<file path="src/hdl/pfs_pkg.sv">
// ----------------------------------------------------------------------------
// pfs_pkg
// Shared types and constants for the prime filter and sum unit.
// ----------------------------------------------------------------------------
package pfs_pkg;

    localparam int          DATA_W        = 32;
    localparam int          SUM_W         = 31;
    localparam logic [30:0] SUM_MAX       = 31'h7FFF_FFFF;
    localparam int          FIRST_DIVISOR = 2;

    typedef struct packed {
        logic done;
        logic rem_zero;
    } pfs_rem_stat_t;

endpackage

</file>
<file path="src/hdl/pfs_rem_unit.sv">
// ----------------------------------------------------------------------------
// pfs_rem_unit
// Bit-serial restoring remainder unit: one dividend bit per cycle, then a
// one-cycle done pulse with a zero-remainder flag.
// ----------------------------------------------------------------------------
module pfs_rem_unit #(
    parameter int W = 32
) (
    input  logic                  clk,
    input  logic                  rst_n,
    input  logic                  start,
    input  logic [W-1:0]          dividend,
    input  logic [W-1:0]          divisor,
    output pfs_pkg::pfs_rem_stat_t stat
);

    localparam int CW = $clog2(W + 1);

    logic          busy_reg, busy_next;
    logic          done_reg, done_next;
    logic [CW-1:0] cnt_reg,  cnt_next;
    logic [W-1:0]  rem_reg,  rem_next;
    logic [W-1:0]  shf_reg,  shf_next;
    logic [W-1:0]  dvs_reg,  dvs_next;
    logic [W:0]    trial;

    always_comb
    begin
        busy_next = busy_reg;
        done_next = 1'b0;
        cnt_next  = cnt_reg;
        rem_next  = rem_reg;
        shf_next  = shf_reg;
        dvs_next  = dvs_reg;
        trial     = {rem_reg, shf_reg[W-1]};
        if (start)
        begin
            busy_next = 1'b1;
            cnt_next  = CW'(W);
            rem_next  = '0;
            shf_next  = dividend;
            dvs_next  = divisor;
        end
        else if (busy_reg)
        begin
            if (trial >= {1'b0, dvs_reg})
            begin
                rem_next = W'(trial - {1'b0, dvs_reg});
            end
            else
            begin
                rem_next = trial[W-1:0];
            end
            shf_next = {shf_reg[W-2:0], 1'b0};
            cnt_next = CW'(cnt_reg - 1'b1);
            if (cnt_reg == CW'(1))
            begin
                busy_next = 1'b0;
                done_next = 1'b1;
            end
        end
    end

    always_ff @(posedge clk or negedge rst_n)
    begin
        if (!rst_n)
        begin
            busy_reg <= 1'b0;
            done_reg <= 1'b0;
            cnt_reg  <= '0;
        end
        else
        begin
            busy_reg <= busy_next;
            done_reg <= done_next;
            cnt_reg  <= cnt_next;
        end
    end

    always_ff @(posedge clk)
    begin
        rem_reg <= rem_next;
        shf_reg <= shf_next;
        dvs_reg <= dvs_next;
    end

    assign stat.done     = done_reg;
    assign stat.rem_zero = (rem_reg == '0);

endmodule

</file>
<file path="src/hdl/prime_filter_and_sum_unit.sv">
// ----------------------------------------------------------------------------
// prime_filter_and_sum_unit
// Trial-division primality test of each word with a saturating per-set sum
// of the primes; one result word per input word.
//
//   channel | handshake            | payload
//   --------+----------------------+---------------------------------------
//   in      | in_valid / in_stall  | value, last_item
//   out     | out_valid / out_stall| value_out, is_prime, prime_sum,
//           |                      | sum_overflow, last_out
//
// Each divisor is tried in turn in the bit-serial remainder unit (up to 46339
// divisors at VALUE_WIDTH=32); words below 2 skip the trial division.
// in_stall is high from acceptance until the result is in the output register.
// The output register holds a result under out_stall; the next word is taken
// meanwhile. Reset is asynchronous, active low, and clears sum and flag.
// ----------------------------------------------------------------------------
module prime_filter_and_sum_unit #(
    parameter int VALUE_WIDTH = 32
) (
    input  logic               clk,
    input  logic               rst_n,
    input  logic               in_valid,
    output logic               in_stall,
    input  logic signed [31:0] value,
    input  logic               last_item,
    output logic               out_valid,
    input  logic               out_stall,
    output logic signed [31:0] value_out,
    output logic               is_prime,
    output logic [30:0]        prime_sum,
    output logic               sum_overflow,
    output logic               last_out
);

    localparam int VW = VALUE_WIDTH;

    localparam logic [1:0] ST_IDLE   = 2'd0;
    localparam logic [1:0] ST_CHECK  = 2'd1;
    localparam logic [1:0] ST_DIV    = 2'd2;
    localparam logic [1:0] ST_FINISH = 2'd3;

    localparam logic [VW-1:0] D_INIT  = VW'(pfs_pkg::FIRST_DIVISOR);
    localparam logic [VW:0]   SQ_INIT =
        (VW+1)'(pfs_pkg::FIRST_DIVISOR * pfs_pkg::FIRST_DIVISOR);

    logic [1:0]      state_reg, state_next;
    logic [VW-1:0]   raw_reg,   raw_next;
    logic            last_reg,  last_next;
    logic [VW-1:0]   d_reg,     d_next;
    logic [VW:0]     sq_reg,    sq_next;
    logic            prime_reg, prime_next;
    logic [30:0]     sum_reg,   sum_next;
    logic            ovf_reg,   ovf_next;
    logic            ov_reg,    ov_next;
    logic [31:0]     vo_reg,    vo_next;
    logic            po_reg,    po_next;
    logic [30:0]     so_reg,    so_next;
    logic            fo_reg,    fo_next;
    logic            lo_reg,    lo_next;

    logic            rem_start;
    pfs_pkg::pfs_rem_stat_t rem_stat;
    logic [VW-1:0]   raw_in;
    logic [31:0]     total;
    logic [30:0]     sum_upd;
    logic            ovf_upd;

    pfs_rem_unit #(
        .W (VW)
    ) u_rem (
        .clk      (clk),
        .rst_n    (rst_n),
        .start    (rem_start),
        .dividend (raw_reg),
        .divisor  (d_reg),
        .stat     (rem_stat)
    );

    assign raw_in = value[VW-1:0];
    assign total  = {1'b0, sum_reg} + 32'(raw_reg);

    always_comb
    begin
        sum_upd = sum_reg;
        ovf_upd = ovf_reg;
        if (prime_reg)
        begin
            if (total > 32'(pfs_pkg::SUM_MAX))
            begin
                sum_upd = pfs_pkg::SUM_MAX;
                ovf_upd = 1'b1;
            end
            else
            begin
                sum_upd = total[30:0];
            end
        end
    end

    always_comb
    begin
        state_next = state_reg;
        raw_next   = raw_reg;
        last_next  = last_reg;
        d_next     = d_reg;
        sq_next    = sq_reg;
        prime_next = prime_reg;
        sum_next   = sum_reg;
        ovf_next   = ovf_reg;
        ov_next    = ov_reg;
        vo_next    = vo_reg;
        po_next    = po_reg;
        so_next    = so_reg;
        fo_next    = fo_reg;
        lo_next    = lo_reg;
        rem_start  = 1'b0;

        if (ov_reg && !out_stall)
        begin
            ov_next = 1'b0;
        end

        case (state_reg)
            ST_IDLE:
            begin
                if (in_valid)
                begin
                    raw_next   = raw_in;
                    last_next  = last_item;
                    d_next     = D_INIT;
                    sq_next    = SQ_INIT;
                    prime_next = 1'b0;
                    if (raw_in[VW-1] || (raw_in < D_INIT))
                    begin
                        state_next = ST_FINISH;
                    end
                    else
                    begin
                        state_next = ST_CHECK;
                    end
                end
            end
            ST_CHECK:
            begin
                if (sq_reg <= {1'b0, raw_reg})
                begin
                    rem_start  = 1'b1;
                    state_next = ST_DIV;
                end
                else
                begin
                    prime_next = 1'b1;
                    state_next = ST_FINISH;
                end
            end
            ST_DIV:
            begin
                if (rem_stat.done)
                begin
                    if (rem_stat.rem_zero)
                    begin
                        state_next = ST_FINISH;
                    end
                    else
                    begin
                        d_next     = VW'(d_reg + 1'b1);
                        sq_next    = (VW+1)'(sq_reg + {d_reg, 1'b1});
                        state_next = ST_CHECK;
                    end
                end
            end
            ST_FINISH:
            begin
                if (!ov_reg || !out_stall)
                begin
                    ov_next    = 1'b1;
                    vo_next    = 32'($signed(raw_reg));
                    po_next    = prime_reg;
                    so_next    = sum_upd;
                    fo_next    = ovf_upd;
                    lo_next    = last_reg;
                    sum_next   = last_reg ? '0 : sum_upd;
                    ovf_next   = last_reg ? 1'b0 : ovf_upd;
                    state_next = ST_IDLE;
                end
            end
            default:
            begin
                state_next = ST_IDLE;
            end
        endcase
    end

    always_ff @(posedge clk or negedge rst_n)
    begin
        if (!rst_n)
        begin
            state_reg <= ST_IDLE;
            sum_reg   <= '0;
            ovf_reg   <= 1'b0;
            ov_reg    <= 1'b0;
        end
        else
        begin
            state_reg <= state_next;
            sum_reg   <= sum_next;
            ovf_reg   <= ovf_next;
            ov_reg    <= ov_next;
        end
    end

    always_ff @(posedge clk)
    begin
        raw_reg   <= raw_next;
        last_reg  <= last_next;
        d_reg     <= d_next;
        sq_reg    <= sq_next;
        prime_reg <= prime_next;
        vo_reg    <= vo_next;
        po_reg    <= po_next;
        so_reg    <= so_next;
        fo_reg    <= fo_next;
        lo_reg    <= lo_next;
    end

    assign in_stall     = (state_reg != ST_IDLE);
    assign out_valid    = ov_reg;
    assign value_out    = $signed(vo_reg);
    assign is_prime     = po_reg;
    assign prime_sum    = so_reg;
    assign sum_overflow = fo_reg;
    assign last_out     = lo_reg;

endmodule
</file>
<file path="config.mk">
export PLATFORM = sky130hd
export DESIGN_NAME = prime_filter_and_sum_unit
export DESIGN_NICKNAME = d
export VERILOG_FILES = /design/src/hdl/pfs_pkg.sv /design/src/hdl/pfs_rem_unit.sv /design/src/hdl/prime_filter_and_sum_unit.sv
export SDC_FILE = /design/constraint.sdc
export NUM_CORES = 1
export LEC_CHECK = 0
export BUFFER_PORTS_ARGS = -buffer_cell sky130_fd_sc_hd__buf_2
export CAP_MARGIN = 5
export CORE_UTILIZATION = 45
export CTS_CLUSTER_SIZE = 30
export DETAILED_ROUTE_END_ITERATION = 6
export SLEW_MARGIN = 20
export SYNTH_ARGS = -nofsm -noshare
export SYNTH_HDL_FRONTEND = slang
export SYNTH_SLANG_ARGS = --single-unit
</file>
<file path="constraint.sdc">
create_clock -name clk -period 14.55 [get_ports clk]
set_input_delay 2.1825 -clock clk [delete_from_list [all_inputs] [get_ports clk]]
set_output_delay 2.1825 -clock clk [all_outputs]
set_load 0.02 [all_outputs]
</file>
==> results of run 1 <==
-- metrics by stage --
| stage | power [mW] | utilization | hold WS, ps | setup slack [ps] |
|---|---|---|---|---|
| after floorplan | 3.20 | - | 455 | 7270 |
| after global placement | 3.65 | 0.482 | 489 | 10380 |
| after detailed placement | 3.68 | 0.482 | 497 | 10380 |
| after CTS | 4.63 | 0.513 | 511 | 10480 |
| after global routing | 4.96 | 0.514 | 531 | 10250 |
| final | 4.61 | 0.514 | 507 | 10530 |
-- worst register-to-register path, delay by kind of cell (launching register included) --
family / cells / cell delay (ps)
and+or+nand+nor: 1 / 550
AOI/OAI and AO/OA: 8 / 1430
adders and majority gates: 1 / 310
DFF: 1 / 480
buffers and inverters: 2 / 820
-- power breakdown --
| part | switching (mW) | total [mW] | internal, mW |
|---|---|---|---|
| clock network | 0.384 | 0.917 | 0.534 |
| registers | 0.225 | 1.55 | 1.33 |
| logic | 1.26 | 2.13 | 0.869 |
| total | 1.87 | 4.61 | 2.73 |
-- layout make-up --
class                      count  area share
tap                          518      0.0326
inverter                      97      0.0183
clock inverter                22      0.0120
clock buffer                  45      0.0486
multi-input combinational   1214       0.423
timing repair buffer         117      0.0321
sequential                   304       0.433
-- kinds of logic after synthesis --
logic type	count (synthesis)	share of synthesized area
AO/OA/AOI/OAI	471	0.176
multiplexers	38	0.0237
adder cells (fa/ha/maj)	132	0.0948
flip-flops	304	0.487
AND/OR/NAND/NOR	466	0.127
buffers and inverters	165	0.0390
XOR/XNOR	107	0.0531
-- metal layers --
metal / part of all wire / wire length [um] / global-route usage / vias up
met5: 0 / 0 / 0 / -
met4: 0.017 / 735 / 0.0582 / 0
met3: 0.045 / 1910 / 0.0316 / 47
met2: 0.45 / 19100 / 0.338 / 284
met1: 0.48 / 20500 / 0.314 / 6280
li1: - / - / - / 6417
-- worst paths after layout --
path	start	to	cells after the start
setup reg to reg	raw_reg[10]	u_rem.dvs_reg[8]	12
hold / removal	sum_reg[5]	sum_reg[5]	1
setup / recovery	raw_reg[10]	u_rem.dvs_reg[8]	12
hold reg to reg	sum_reg[5]	sum_reg[5]	1
max in group asynchronous	rst_n	u_rem.busy_reg	2
min in group asynchronous	rst_n	sum_reg[5]	2
-- Yosys cell counts, types with 34 or more instances --
master,instances,area (sq um)
nand2_1,82,308
nor2_1,181,679
xnor2_1,57,499
ha_1,129,1610
a31oi_1,34,213
nand3_1,38,190
a21oi_1,134,671
xor2_1,50,438
inv_1,97,364
edfxtp_1,229,6880
dfrtp_1,43,1080
clkbuf_1,41,154
a21o_1,95,713
o21ai_0,70,350
==> results.yml, run 1 <==
outcome:
  outcome: "complete, no violations"
cells_and_area:
  diodes: 0
  layout_common_cells: "edfxtp_1, nor2_1, a21oi_1"
  register_area_sq_um: 8590
  final_cells: 2317
  final_area_sq_um: 19900
  fin_nets: 1940
  final_common_cell: "edfxtp_1"
  areaGrowthSynthToFinish_pct: 12.5
  largest_reg_flops: 33
  fill_cells: 3471
  multi_input_area_sq_um: 8410
  drive_gt1_frac: 0.130
grt:
  grt_max_degree: 73
  grt_usage: 0.217
  grt_pass1_wl_um: 67600
  antenna_found_initial: 0
  grt_pass1_vias: 12463
  grt-ovfl-total: 0
timing:
  relSlewSlack: 0.364
  fmax_mhz: 249
  worstMarginPinSlew_ps: 954
  grt_setup_unrepaired: "false"
  finalCritPeriodShare: 0.276
  report.final.setup_viol: 0
  finalHoldViolations: 0
  slew_violations: 0
  finalSetupTns_ps: 0
  skew_ps: 33.3
  min_period_ps: 4020
placement:
  placed_cell_area_sq_um: 18600
  place.gp.congestion: 0.858
  placed_cells: 2249
  dp_hpwl_um: 29400
  io_buffer_count: 104
detailed_routing:
  avgRoutedWirePerCell_um: 18.2
  drtAntennaViolNets: 0
  dr.pass1.iters: 5
  drcViolationCount: 0
  viasPerCell: 5.62
  drt_wl_total_um: 42300
  dr.first_iter.drc_count: 964
  num_vias: 13028
clock_network:
  cts_resized: 0
  clock_sinks: 304
  cts.clk_slew.worst_paths_ps: 60
  cts_root_buffer: "clkbuf_16"
  clk_latency_ps: 570
  ctsLongestPathBuffers: 3
  htreeDepth: 2
  numCtsBuffers: 37
  cts_tree: "yes"
  postCtsHoldBufs: 0
  cts_setup_buffers: 0
synthesis:
  ys_warn_count: 0
  synth.avg_cell_area_sq_um: 10.5
  syn_inst: 1683
  synth_edf_count: 229
  ys_seq_area_frac: 0.487
  synthArstFlopShare: 0.141
  synth-seq-cells: 304
  syn_area_sq_um: 17700
  syn_nets: 1852
  yosys_most_used_dff: "edfxtp_1"
  netlist-cell-type-count: 74
worst_setup_path:
  required_ps: 14720
  timing.critical_path.slowest_cell_delay_ps: 720
  crit_family: "compound AO/OA/AOI/OAI gates"
  critical_path.startpoint_type: "register"
  cp_slowest_cell: "buf_4"
  cp_max_fo: 64
  rrSetupSlack_ps: 10530
  path_class: "register to register"
  path_buf_inv: 2
  cp-end-kind: "register"
  cp_data_arrival_time_ps: 4190
  worstPathCellList: "inv_1 -> ha_1 -> a21o_1 -> a21o_1 -> a21oi_1 -> o211ai_1 -> a221o_1 -> a21oi_1 -> o21ai_1 -> o21ai_1 -> and2_4 -> buf_4"
worst_hold_path:
  hp-class: "register to register"
pwr:
  peakVddDrop_v: 0.0000854
  leakage_nw: 8.40
  p_per_area_nw_per_um2: 232
floorplan:
  start_util: 0.457
  io_pins: 105
  coreArea_sq_um: 38600
  rows: 72
  dieArea_sq_um: 40000
  die_x_um: 200
  die_h_um: 200
flow_run:
  max-cap-violations: 0
(Power assumes the default switching activity.)
==> run 2, diff against run 1 <==
==> constraint.sdc (replaced) <==
create_clock -name clk -period 3.94 [get_ports clk]
set_input_delay 0.591 -clock clk [delete_from_list [all_inputs] [get_ports clk]]
set_output_delay 0.591 -clock clk [all_outputs]
set_load 0.02 [all_outputs]
==> run 2 against run 1 <==
Non-clock buffer count rose by 16. Register-to-register slack worse by 10000 ps. Cell area up 0.96%. First-iteration DRC count decreased by 7.5%. Via count rose by 0.73%. Die area unchanged. Clock power grew to 3.7 times the previous value. Highest routed layer unchanged. Sequential cell count did not move. Routed wire length rose by 2.5%. Core utilization is 0.50 points higher. Sequential share of layout area decreased by 0.41 points. Cell count increased by 0.69%.
==> results.yml, run 2 (same netlist as run 1, synthesis figures left out) <==
outcome:
  outcome: "complete, no violations"
detailed_routing:
  drt_wl_total_um: 43300
  drcViolationCount: 0
  avgRoutedWirePerCell_um: 18.6
  viasPerCell: 5.62
  dr.first_iter.drc_count: 892
  num_vias: 13123
  dr.pass1.iters: 5
  drtAntennaViolNets: 0
cells_and_area:
  largest_reg_flops: 33
  final_cells: 2333
  layout_common_cells: "edfxtp_1, nor2_1, a21oi_1"
  register_area_sq_um: 8590
  multi_input_area_sq_um: 8410
  final_common_cell: "edfxtp_1"
  areaGrowthSynthToFinish_pct: 13.5
  drive_gt1_frac: 0.139
  fin_util: 0.519
  fin_nets: 1955
  final_area_sq_um: 20000
  fill_cells: 3530
worst_setup_path:
  timing.rr.end: "prime_sum[26]"
  cp_max_fo: 4
  required_ps: 4200
  cp_data_arrival_time_ps: 3890
  crit_path_end: "prime_sum[26]"
  rrSetupSlack_ps: 310
  r2r_cells: 12
  cp-startpoint: "raw_reg[0]"
  critical_path.startpoint_type: "register"
  cp-end-kind: "register"
  path_class: "register to register"
  r2r-start: "raw_reg[0]"
floorplan:
  dieArea_sq_um: 40000
  io_pins: 105
  die_x_um: 200
  coreArea_sq_um: 38600
  rows: 72
  die_h_um: 200
  start_util: 0.457
pwr:
  p_total_mw: 17.2
  p_comb_frac: 0.470
  p_switching_mw: 6.96
  p_seq_frac: 0.333
  leakage_nw: 8.52
  switching_share: 0.404
  peakVddDrop_v: 0.000374
  clock_power_share: 0.197
  power.internal_mw: 10.3
  p_per_area_nw_per_um2: 860
clock_network:
  cts_root_buffer: "clkbuf_16"
  htreeDepth: 2
  postCtsHoldBufs: 0
  numCtsBuffers: 36
  cts_resized: 0
  ctsLongestPathBuffers: 3
  cts.clk_slew.worst_paths_ps: 60
  cts_tree: "yes"
  clk_latency_ps: 550
  clock_sinks: 304
  cts_setup_buffers: 0
timing:
  grt_setup_unrepaired: "false"
  skew_ps: 16.2
  worstMarginPinSlew_ps: 1030
  finalSetupTns_ps: 0
  finalCritPeriodShare: 0.921
  relSlewSlack: 0.313
  finalHoldViolations: 0
  slew_violations: 0
  finalWorstSetupSlack_ps: 309
  report.final.setup_viol: 0
  fmax_mhz: 275
  timing.hold.ws_ps: 230
  min_period_ps: 3630
placement:
  place.gp.congestion: 0.895
  io_buffer_count: 104
  placed_cells: 2265
  dp_hpwl_um: 30800
  place_ws_ps: 386
  placed_cell_area_sq_um: 18800
grt:
  grt_pass1_wl_um: 69300
  antenna_found_initial: 2
  grt_max_degree: 66
  grt-ovfl-total: 0
  grt_pass1_vias: 12750
  grt_usage: 0.223
worst_hold_path:
  hp-class: "input pin to asynchronous set/reset pin"
flow_run:
  max-cap-violations: 0
==> run 2: changes by cell type in the layout (fill, tap and decap cells not counted), sizes merged <==
cell	before	now
clkinv	16	14
clkinvlp	2	1
clkbuf	45	47
bufinv	3	2
buf	117	133
inv	98	99
diode	0	1
==> run 2: area by class of cell <==
type,count,share of cell area
repair buffers,133,0.0409
well taps,518,0.0323
clock inverters,19,0.00743
inverters,97,0.0182
multi-input cells,1214,0.420
diodes,1,0.000125
clock buffers,47,0.0527
flip-flops and latches,304,0.429
==> run 2: power by group through the flow <==
stage | combinational (mW) | clock, mW | sequential (mW)
final | 8.10 | 3.40 | 5.74
after global routing | 9.10 | 3.60 | 5.86
after CTS | 8.09 | 3.49 | 5.75
after detailed placement | 8.02 | 0 | 5.79
after global placement | 7.87 | 0 | 5.78
after floorplan | 6.14 | 0 | 5.66
==> run 2: per-layer routing <==
layer,vias up,share of wire,track usage
met5,-,0,0
met3,61,0.047,0.0349
met2,285,0.45,0.349
met4,0,0.021,0.0633
met1,6346,0.48,0.320
li1,6431,-,-
==> run 2: worst min-delay path by stage <==
stage                        endpoint  slack (ps)  cells after the start
floorplan                   out_valid         300                      0
finish                    sum_reg[15]         230                      1
CTS                        raw_reg[9]         200                      1
detailed placement  u_rem.rem_reg[31]         490                      2
global route              raw_reg[22]         210                      1
global placement    u_rem.rem_reg[31]         490                      2
==> run 2: critical path, stage by stage, from the launching register on <==
cell and delay (ps):
edfxtp_1 390, ha_1 260, fa_1 420, a21o_1 200, a21oi_1 260, o21ai_1 160, a311oi_2 390, a21oi_1 220
o211ai_2 300, nand2_1 150, a41oi_1 270, xor2_1 210, a31oi_1 110
